## src/sv/rbu_pkg.sv

```systemverilog
// Shared types and constants of the raw bank unpacker.
package rbu_pkg;

   // bank coding selected by the format register
   localparam logic [1:0] FMT_NONE    = 2'd0;
   localparam logic [1:0] FMT_ID_ADC  = 2'd1;
   localparam logic [1:0] FMT_PATTERN = 2'd2;
   localparam logic [1:0] FMT_ENTRIES = 2'd3;

   // configuration register indexes
   localparam logic REG_FORMAT   = 1'b0;
   localparam logic REG_SKIP_HDR = 1'b1;

   typedef enum logic [2:0] {
      PH_HEADER  = 3'd0,
      PH_SKIP    = 3'd1,
      PH_PATTERN = 3'd2,
      PH_DATA    = 3'd3,
      PH_SPLIT   = 3'd4,
      PH_ENTRIES = 3'd5
   } phase_type;

   // one queued bank word
   typedef struct packed {
      logic [31:0] data_word;
      logic        first_of_bank;
   } word_type;

   // configuration seen by the parser
   typedef struct packed {
      logic [1:0] format_version;
      logic       skip_extra_header;
      logic       format_write;
   } csr_type;

   // one decoded result
   typedef struct packed {
      logic [8:0]         card_code;
      logic [5:0]         channel;
      logic [15:0]        cell_id;
      logic signed [15:0] adc_value;
      logic               last_in_word;
   } result_type;

endpackage

```

## src/sv/rbu_front.sv

```systemverilog
// Input stage: accepts bank words and queues them for the parser.
module rbu_front import rbu_pkg::*; (
   input  logic     clock,
   input  logic     reset,
   input  logic     req_tvalid,
   output logic     req_tready,
   input  word_type req_word,
   output logic     q_valid,
   input  logic     q_ready,
   output word_type q_word
);

   localparam int Depth = 4;
   localparam int PtrW  = $clog2(Depth);

   word_type            buf_mem [Depth];
   logic [PtrW-1:0]     wr_ptr_ff, wr_ptr_in;
   logic [PtrW-1:0]     rd_ptr_ff, rd_ptr_in;
   logic [PtrW:0]       count_ff, count_in;
   logic                push, pop;

   assign req_tready = (count_ff != (PtrW+1)'(Depth));
   assign q_valid    = (count_ff != '0);
   assign q_word     = buf_mem[rd_ptr_ff];
   assign push       = req_tvalid && req_tready;
   assign pop        = q_valid && q_ready;

   // advance pointers and fill level
   always_comb begin
      wr_ptr_in = push ? wr_ptr_ff + 1'b1 : wr_ptr_ff;
      rd_ptr_in = pop  ? rd_ptr_ff + 1'b1 : rd_ptr_ff;
      count_in  = count_ff + (PtrW+1)'(push) - (PtrW+1)'(pop);
   end

   always_ff @(posedge clock) begin
      if (reset) begin
         wr_ptr_ff <= '0;
         rd_ptr_ff <= '0;
         count_ff  <= '0;
      end else begin
         wr_ptr_ff <= wr_ptr_in;
         rd_ptr_ff <= rd_ptr_in;
         count_ff  <= count_in;
      end
   end

   // store incoming word
   always_ff @(posedge clock) begin
      if (push) begin
         buf_mem[wr_ptr_ff] <= req_word;
      end
   end

   a_count_bound: assert property (@(posedge clock) disable iff (reset)
      count_ff <= (PtrW+1)'(Depth)) else $error("queue overfilled");

endmodule

```

## src/sv/rbu_parser.sv

```systemverilog
// Back end: parses queued words and issues at most one result per cycle, stalling on rsp_ready.
module rbu_parser import rbu_pkg::*; #(
   parameter int CHANNELS_PER_CARD = 32
) (
   input  logic       clock,
   input  logic       reset,
   input  csr_type    csr,
   input  logic       q_valid,
   output logic       q_ready,
   input  word_type   q_word,
   output logic       rsp_valid,
   input  logic       rsp_ready,
   output result_type rsp_result
);

   localparam logic [5:0] CpcLim = 6'(CHANNELS_PER_CARD);

   logic        busy_ff, busy_in;
   logic [31:0] word_ff, word_in;
   phase_type   phase_ff, phase_in;
   logic [5:0]  skip_left_ff, skip_left_in;
   logic [5:0]  cc_ff, cc_in;
   logic [31:0] pat_ff, pat_in;
   logic [5:0]  bo_ff, bo_in;
   logic [7:0]  partial_ff, partial_in;
   logic [6:0]  el_ff, el_in;
   logic [8:0]  card_ff, card_in;
   logic [5:0]  off_ff, off_in;
   logic        half_ff, half_in;
   logic        rvalid_ff;
   result_type  rdata_ff;

   logic        slot_free, step_en, load;
   logic        emit;
   result_type  res;
   logic [31:0] shifted;
   logic [5:0]  cc_next;
   logic        cc_done, pat_bit;
   logic [15:0] short_adc, long_adc, split_adc;
   logic [3:0]  split_k;
   logic [31:0] split_w;
   logic [5:0]  off_short, off_long;
   logic [15:0] entry;
   logic [6:0]  el_dec;
   logic [7:0]  trig_sum;
   logic [5:0]  skip_new;
   logic [6:0]  el_new;

   assign slot_free = !rvalid_ff || rsp_ready;
   assign step_en   = busy_ff && slot_free;
   assign load      = !busy_ff && q_valid;
   assign q_ready   = !busy_ff;

   // shared datapath pieces
   assign shifted   = word_ff >> off_ff;
   assign cc_next   = cc_ff + 6'd1;
   assign cc_done   = (cc_next >= CpcLim);
   assign pat_bit   = pat_ff[cc_ff[4:0]];
   assign short_adc = {12'd0, shifted[3:0]} - 16'd8;
   assign long_adc  = {4'd0, shifted[11:0]} - 16'd256;
   assign split_k   = 4'(6'd12 - bo_ff);
   assign split_w   = word_ff << split_k;
   assign split_adc = {8'd0, partial_ff} + {4'd0, split_w[11:0]} - 16'd256;
   assign off_short = off_ff + 6'd4;
   assign off_long  = off_ff + 6'd12;
   assign entry     = half_ff ? word_ff[31:16] : word_ff[15:0];
   assign el_dec    = el_ff - 7'd1;
   assign trig_sum  = {1'b0, word_ff[6:0]} + 8'd3;
   assign skip_new  = trig_sum[7:2];
   assign el_new    = (csr.format_version == FMT_ENTRIES) ? word_ff[13:7] : 7'd0;

   // no result follows once the card ends, the word runs out or a split starts
   function automatic logic data_last(input logic [5:0] off_n, input logic done);
      logic nb;
      nb = pat_ff[cc_next[4:0]];
      return done || (off_n >= 6'd32) || (nb && (off_n > 6'd20));
   endfunction

   function automatic phase_type after_trigger(input logic [6:0] el);
      if (csr.format_version == FMT_PATTERN) begin
         return PH_PATTERN;
      end
      return (el != 7'd0) ? PH_ENTRIES : PH_HEADER;
   endfunction

   // result of the current step
   always_comb begin
      emit = 1'b0;
      res  = '0;
      res.card_code = card_ff;
      res.channel   = cc_ff;
      if (csr.format_version == FMT_ID_ADC) begin
         emit = 1'b1;
         res.card_code    = '0;
         res.channel      = '0;
         res.cell_id      = word_ff[31:16];
         res.adc_value    = word_ff[15:0];
         res.last_in_word = 1'b1;
      end else begin
         unique case (phase_ff)
            PH_SPLIT: begin
               emit = (csr.format_version == FMT_PATTERN);
               res.adc_value    = split_adc;
               res.last_in_word = data_last(bo_ff, cc_done);
            end
            PH_DATA: begin
               if (csr.format_version == FMT_PATTERN && off_ff < 6'd32) begin
                  if (!pat_bit) begin
                     emit = 1'b1;
                     res.adc_value    = short_adc;
                     res.last_in_word = data_last(off_short, cc_done);
                  end else if (off_ff <= 6'd20) begin
                     emit = 1'b1;
                     res.adc_value    = long_adc;
                     res.last_in_word = data_last(off_long, cc_done);
                  end
               end
            end
            PH_ENTRIES: begin
               emit = (csr.format_version == FMT_ENTRIES);
               res.channel      = entry[15:10];
               res.adc_value    = {6'd0, entry[9:0]};
               res.last_in_word = half_ff || (el_dec == 7'd0);
            end
            default: begin
               emit = 1'b0;
            end
         endcase
      end
   end

   // next parser state
   always_comb begin
      busy_in      = busy_ff;
      word_in      = word_ff;
      phase_in     = phase_ff;
      skip_left_in = skip_left_ff;
      cc_in        = cc_ff;
      pat_in       = pat_ff;
      bo_in        = bo_ff;
      partial_in   = partial_ff;
      el_in        = el_ff;
      card_in      = card_ff;
      off_in       = off_ff;
      half_in      = half_ff;
      if (load) begin
         word_in = q_word.data_word;
         off_in  = q_word.first_of_bank ? 6'd0 : bo_ff;
         half_in = 1'b0;
         busy_in = !(q_word.first_of_bank && csr.skip_extra_header);
      end else if (step_en) begin
         busy_in = 1'b0;
         if (csr.format_version == FMT_PATTERN || csr.format_version == FMT_ENTRIES) begin
            unique case (phase_ff)
               PH_SKIP: begin
                  skip_left_in = skip_left_ff - 6'd1;
                  if (skip_left_ff == 6'd1) begin
                     phase_in = after_trigger(el_ff);
                  end
               end
               PH_PATTERN: begin
                  if (csr.format_version == FMT_PATTERN) begin
                     pat_in   = word_ff;
                     cc_in    = '0;
                     bo_in    = '0;
                     phase_in = PH_DATA;
                  end
               end
               PH_SPLIT: begin
                  if (csr.format_version == FMT_PATTERN) begin
                     cc_in    = cc_next;
                     off_in   = bo_ff;
                     phase_in = PH_DATA;
                     if (cc_done) begin
                        bo_in    = '0;
                        phase_in = PH_HEADER;
                     end else begin
                        busy_in  = 1'b1;
                     end
                  end
               end
               PH_DATA: begin
                  if (csr.format_version == FMT_PATTERN) begin
                     if (off_ff >= 6'd32) begin
                        bo_in = '0;
                     end else if (!pat_bit || off_ff <= 6'd20) begin
                        cc_in  = cc_next;
                        off_in = pat_bit ? off_long : off_short;
                        if (cc_done) begin
                           bo_in    = '0;
                           phase_in = PH_HEADER;
                        end else begin
                           busy_in  = 1'b1;
                        end
                     end else begin
                        partial_in = shifted[7:0];
                        bo_in      = off_ff - 6'd20;
                        phase_in   = PH_SPLIT;
                     end
                  end
               end
               PH_ENTRIES: begin
                  if (csr.format_version == FMT_ENTRIES) begin
                     el_in = el_dec;
                     if (el_dec == 7'd0) begin
                        phase_in = PH_HEADER;
                     end else if (!half_ff) begin
                        half_in = 1'b1;
                        busy_in = 1'b1;
                     end
                  end
               end
               default: begin
                  card_in      = word_ff[22:14];
                  el_in        = el_new;
                  skip_left_in = skip_new;
                  cc_in        = '0;
                  bo_in        = '0;
                  partial_in   = '0;
                  phase_in     = (skip_new != 6'd0) ? PH_SKIP : after_trigger(el_new);
               end
            endcase
         end
      end
      // restart on a new bank or a write to the format register
      if (csr.format_write || (load && q_word.first_of_bank)) begin
         phase_in     = PH_HEADER;
         skip_left_in = '0;
         cc_in        = '0;
         pat_in       = '0;
         bo_in        = '0;
         partial_in   = '0;
         el_in        = '0;
         card_in      = '0;
      end
   end

   always_ff @(posedge clock) begin
      if (reset) begin
         busy_ff      <= 1'b0;
         phase_ff     <= PH_HEADER;
         skip_left_ff <= '0;
         cc_ff        <= '0;
         pat_ff       <= '0;
         bo_ff        <= '0;
         partial_ff   <= '0;
         el_ff        <= '0;
         card_ff      <= '0;
         rvalid_ff    <= 1'b0;
      end else begin
         busy_ff      <= busy_in;
         phase_ff     <= phase_in;
         skip_left_ff <= skip_left_in;
         cc_ff        <= cc_in;
         pat_ff       <= pat_in;
         bo_ff        <= bo_in;
         partial_ff   <= partial_in;
         el_ff        <= el_in;
         card_ff      <= card_in;
         if (slot_free) begin
            rvalid_ff <= step_en && emit;
         end
      end
   end

   // hold the word payload and the output word
   always_ff @(posedge clock) begin
      word_ff <= word_in;
      off_ff  <= off_in;
      half_ff <= half_in;
      if (slot_free) begin
         rdata_ff <= res;
      end
   end

   assign rsp_valid  = rvalid_ff;
   assign rsp_result = rdata_ff;

   a_split_offset: assert property (@(posedge clock) disable iff (reset)
      (phase_ff == PH_SPLIT) |-> (bo_ff != 6'd0 && bo_ff < 6'd12))
      else $error("split offset out of range");

   a_result_source: assert property (@(posedge clock) disable iff (reset)
      $rose(rvalid_ff) |-> $past(busy_ff)) else $error("result without a word");

   a_channel_bound: assert property (@(posedge clock) disable iff (reset)
      cc_ff <= CpcLim) else $error("channel count beyond card");

endmodule

```

## src/sv/calorimeter_raw_bank_unpacker_top.sv

```systemverilog
// Top level of the calorimeter raw bank unpacker.
// Words of a readout bank enter on req_ into a four-word queue; the parser
// then loads one word and works through it in steps: a header, trigger,
// pattern or format 1 word takes one step, a format 2 data word one step
// per decoded channel, plus a closing step when the word runs out before
// the card ends without a split code, a format 3 entry word up to two.
// The single result register on rsp_ takes one result per cycle and
// stalls the parser while a held result waits for rsp_tready. The user
// must see that the format register is written only while the block is
// idle, which the block does not enforce. A write restarts the parser.
module calorimeter_raw_bank_unpacker_top import rbu_pkg::*; #(
   parameter int CHANNELS_PER_CARD = 32
) (
   input  logic        clock,
   input  logic        reset,
   input  logic        req_tvalid,
   output logic        req_tready,
   input  logic [31:0] req_tdata,   // data_word
   input  logic        req_tuser,   // first_of_bank
   output logic        rsp_tvalid,
   input  logic        rsp_tready,
   output logic [47:0] rsp_tdata,   // card_code, channel, cell_id, adc_value, zero pad
   output logic        rsp_tlast,   // last_in_word
   input  logic        csr_wen,
   input  logic        csr_index,
   input  logic [1:0]  csr_wdata
);

   logic [1:0] fmt_ff;
   logic       skip_ff;
   csr_type    csr;
   word_type   req_word, q_word;
   logic       q_valid, q_ready;
   result_type result;

   // configuration registers
   always_ff @(posedge clock) begin
      if (reset) begin
         fmt_ff  <= FMT_PATTERN;
         skip_ff <= 1'b0;
      end else if (csr_wen) begin
         unique case (csr_index)
            REG_FORMAT:   fmt_ff  <= csr_wdata;
            REG_SKIP_HDR: skip_ff <= csr_wdata[0];
         endcase
      end
   end

   always_comb begin
      csr.format_version    = fmt_ff;
      csr.skip_extra_header = skip_ff;
      csr.format_write      = csr_wen && (csr_index == REG_FORMAT);
      req_word.data_word     = req_tdata;
      req_word.first_of_bank = req_tuser;
   end

   rbu_front u_front (
      .clock      (clock),
      .reset      (reset),
      .req_tvalid (req_tvalid),
      .req_tready (req_tready),
      .req_word   (req_word),
      .q_valid    (q_valid),
      .q_ready    (q_ready),
      .q_word     (q_word)
   );

   rbu_parser #(.CHANNELS_PER_CARD(CHANNELS_PER_CARD)) u_parser (
      .clock      (clock),
      .reset      (reset),
      .csr        (csr),
      .q_valid    (q_valid),
      .q_ready    (q_ready),
      .q_word     (q_word),
      .rsp_valid  (rsp_tvalid),
      .rsp_ready  (rsp_tready),
      .rsp_result (result)
   );

   // pack the output word, lowest field first
   assign rsp_tdata = {1'b0, result.adc_value, result.cell_id, result.channel,
                       result.card_code};
   assign rsp_tlast = result.last_in_word;

endmodule
```

## config.mk

```make
export PLATFORM = sky130hd
export DESIGN_NAME = calorimeter_raw_bank_unpacker_top
export DESIGN_NICKNAME = d
export VERILOG_FILES = /design/src/sv/rbu_pkg.sv /design/src/sv/rbu_front.sv /design/src/sv/rbu_parser.sv /design/src/sv/calorimeter_raw_bank_unpacker_top.sv
export SDC_FILE = /design/constraint.sdc
export NUM_CORES = 1
export LEC_CHECK = 0
export BUFFER_PORTS_ARGS = -buffer_cell sky130_fd_sc_hd__buf_4
export CAP_MARGIN = 20
export CELL_PAD_IN_SITES_DETAIL_PLACEMENT = 1
export CELL_PAD_IN_SITES_GLOBAL_PLACEMENT = 1
export CORE_MARGIN = 4
export CORE_UTILIZATION = 50
export CTS_CLUSTER_DIAMETER = 50
export DETAILED_ROUTE_END_ITERATION = 10
export PLACE_DENSITY = 0.87
export SLEW_MARGIN = 25
export SYNTH_ARGS = -nofsm -noshare
export SYNTH_HDL_FRONTEND = slang
export SYNTH_SLANG_ARGS = --single-unit
```

## constraint.sdc

```tcl
create_clock -name clock -period 13.4 [get_ports clock]
set_clock_uncertainty 0.2 [all_clocks]
set_input_delay 2.01 -clock clock [delete_from_list [all_inputs] [get_ports clock]]
set_output_delay 2.01 -clock clock [all_outputs]
set_load 0.02 [all_outputs]
```

==> flow_metrics.tcl <==
set metrics [dict create \
    dp_slack_ns 8.03 \
    worst_pin_slew_ns 0.997 \
    path_clk_slew_ns 0.06 \
    fmax_mhz 194 \
    detail_route.wl_per_cell_um 26.8 \
    place_area_um2 17200 \
    drive_above_1_share 0.197 \
    synth_flop_cell "edfxtp_1" \
    wirelength_mm 51.1 \
    final_nets 1511 \
    htreeDepth 2 \
    drv_slew 0 \
    dieArea_um2 35400 \
    rsz0062_at_grt "false" \
    most-common-layout-cells "edfxtp_1, nand2_1, nor2_1" \
    syn_nets 1466 \
    end_kind "register" \
    antenna_found_initial 0 \
    first_global_vias 13000 \
    reg2reg_from "u_parser.bo_ff[0]" \
    layout_min_cycle_time_ns 5.14 \
    worstSetupStartpointType "register" \
    cts_resized 0 \
    p_per_area_nw_per_um2 213 \
    peakVddDrop_mv 0.155 \
    clockBufferDepth 3 \
    drcViolationCount 0 \
    grt_max_degree 69 \
    syn_inst 1395 \
    start_util 0.510 \
    slew_headroom 0.335 \
    setup_ws_ns 8.26 \
    grt_usage 0.284 \
    core_area_um2 31800 \
    crit_required_ns 13.46 \
    yosysWarnings 0 \
    yosysSeqAreaShare 0.517 \
    firstDrtPassIters 5 \
    clock-sinks 310 \
    ctsHoldBuffers 0 \
    chipHeight_um 188 \
    min_period_over_period 0.384 \
    drtIter0Drc 1297 \
    static-leakage-power_uw 0.00658 \
    overflow 0 \
    worst_ep_arrival_time_ns 5.20 \
    root_buffer "clkbuf_16" \
    num_antenna_cells 0 \
    cts_buffers 37 \
    vias_per_cell 6.47 \
    synth_area_um2 16200 \
    chipWidth_um 188 \
    path_max_fanout 19 \
    ys_ff_latch 310 \
    final_cell_area_um2 18500 \
    grt_pass1_wl_mm 78.2 \
    port_buffers 90 \
    status "finished clean" \
    synth_edf_count 218 \
    ant_nets 0 \
    power_uw 3940 \
    cp-startpoint "u_parser.bo_ff[0]" \
    area_growth_syn_to_layout_pct 14.0 \
    crit_type "reg -> reg" \
    setup-tns-final_ns 0 \
    place.gp.congestion 0.882 \
    maxCapViolCount 0 \
    async_flop_share 0 \
    insertion_delay_ns 0.54 \
    finalSetupViolCount 0 \
    finalHoldViolations 0 \
    worstHoldStart "u_parser.card_ff[0]" \
    final_common_cell "edfxtp_1" \
    hold_class "reg -> reg" \
    ys_types 72 \
    postCtsSetupBuffers 0 \
    dpl.hpwl_mm 33.2 \
    num_vias 12300 \
    ios 92 \
    num_rows 65 \
    syn_avg_cell_area_um2 11.6 \
    cts_tree "yes" \
]
[synth_stat cells (all sizes together), types with 4 or more instances]
master / instances / share of area
a211o: 4 / 0.0022
a211oi: 28 / 0.013
a21o: 9 / 0.0042
a21oi: 95 / 0.030
a221oi: 4 / 0.0022
a22o: 4 / 0.0022
a22oi: 8 / 0.0037
a311oi: 4 / 0.0022
a31oi: 9 / 0.0035
a32oi: 5 / 0.0027
and2: 39 / 0.015
and3: 11 / 0.0042
buf: 34 / 0.010
clkbuf: 72 / 0.017
dfxtp: 92 / 0.11
edfxtp: 218 / 0.40
ha: 28 / 0.022
inv: 27 / 0.0063
mux2: 21 / 0.015
mux2i: 64 / 0.040
mux4: 87 / 0.12
nand2: 160 / 0.037
nand2b: 16 / 0.0062
nand3: 28 / 0.0086
nand4: 4 / 0.0015
nor2: 120 / 0.028
nor2b: 10 / 0.0039
nor3: 31 / 0.0096
nor4: 5 / 0.0019
o211ai: 10 / 0.0046
o21a: 4 / 0.0019
o21ai: 52 / 0.016
o31ai: 6 / 0.0028
or2: 5 / 0.0019
or3: 4 / 0.0019
xnor2: 19 / 0.011
xor2: 15 / 0.0081
[cells by family after synthesis]
kind of cell | Yosys count | synth area share
buffers and inverters | 135 | 0.0336
adders and majority gates | 30 | 0.0241
muxes | 172 | 0.175
xor gates and xnor gates | 34 | 0.0188
other | 1 | 0.000231
and+or+nand+nor | 441 | 0.124
DFF | 310 | 0.517
AOI/OAI and AO/OA | 272 | 0.107
[sequential cells by signal (all words and copies together), names as in the netlist, 2 cells and up, named ones only]
register and flops:
u_front.count_ff 3, u_parser.skip_left_ff 6, fmt_ff 2, u_parser.partial_ff 8
u_parser.phase_ff 3, u_parser.cc_ff 6, u_parser.pat_ff 32, u_parser.word_ff 32
u_parser.bo_ff 6, u_parser.off_ff 6, u_parser.el_ff 7, u_parser.card_ff 9
u_front.buf_mem 132, u_front.rd_ptr_ff 2, u_front.wr_ptr_ff 2, u_parser.rsp_result 48
[layer usage]
metal | vias up | global-route usage | part of all wire
met3 | 181 | 0.0510 | 0.074
met4 | 0 | 0.123 | 0.050
met2 | 604 | 0.491 | 0.50
met5 | - | 0 | 0
met1 | 6212 | 0.351 | 0.37
li1 | 5316 | - | -
[metrics by stage]
| step | util | std cells | hold WS [ns] |
|---|---|---|---|
| floorplan | - | 1395 | 0.237 |
| global placement | 0.540 | 1836 | 0.253 |
| detailed placement | 0.540 | 1836 | 0.273 |
| CTS | 0.581 | 1904 | 0.286 |
| global route | 0.582 | 1904 | 0.301 |
| finish | 0.582 | 1904 | 0.287 |
[power breakdown]
part	total (uW)	switching, uW	internal (uW)
logic	1390	807	581
registers	1480	270	1210
clock network	1070	418	653
total	3940	1500	2450
[worst max-delay path: stages, from the launching register on]
cell and delay (ns):
dfxtp_1 0.86, inv_1 0.18, ha_1 0.37, xnor2_2 0.58
nand2_1 0.19, nor2_1 0.16, ha_1 0.20, inv_1 0.06
fa_1 0.39, nor2b_1 0.13, o21a_1 0.17, o21a_1 0.19
o21ai_0 0.14, a211oi_2 0.49, xnor2_1 0.22, xor2_1 0.19
o211ai_1 0.11
[layout make-up]
class | count | area, um2
fill | 3212 | 13300
sequential | 310 | 8390
multi-input combinational | 950 | 7310
clock buffer | 53 | 1050
timing repair buffer | 112 | 841
tap | 435 | 544
clock inverter | 15 | 251
inverter | 29 | 109
[final timing paths]
| path | slack, ns | cells after the start | to |
|---|---|---|---|
| max | 8.26 | 16 | u_parser.rsp_result[11] |
| min | 0.29 | 2 | u_parser.card_ff[0] |
| max reg2reg | 8.26 | 16 | u_parser.rsp_result[11] |
| min reg2reg | 0.29 | 2 | u_parser.card_ff[0] |
No activity file was read; power rests on OpenSTA's default activity.
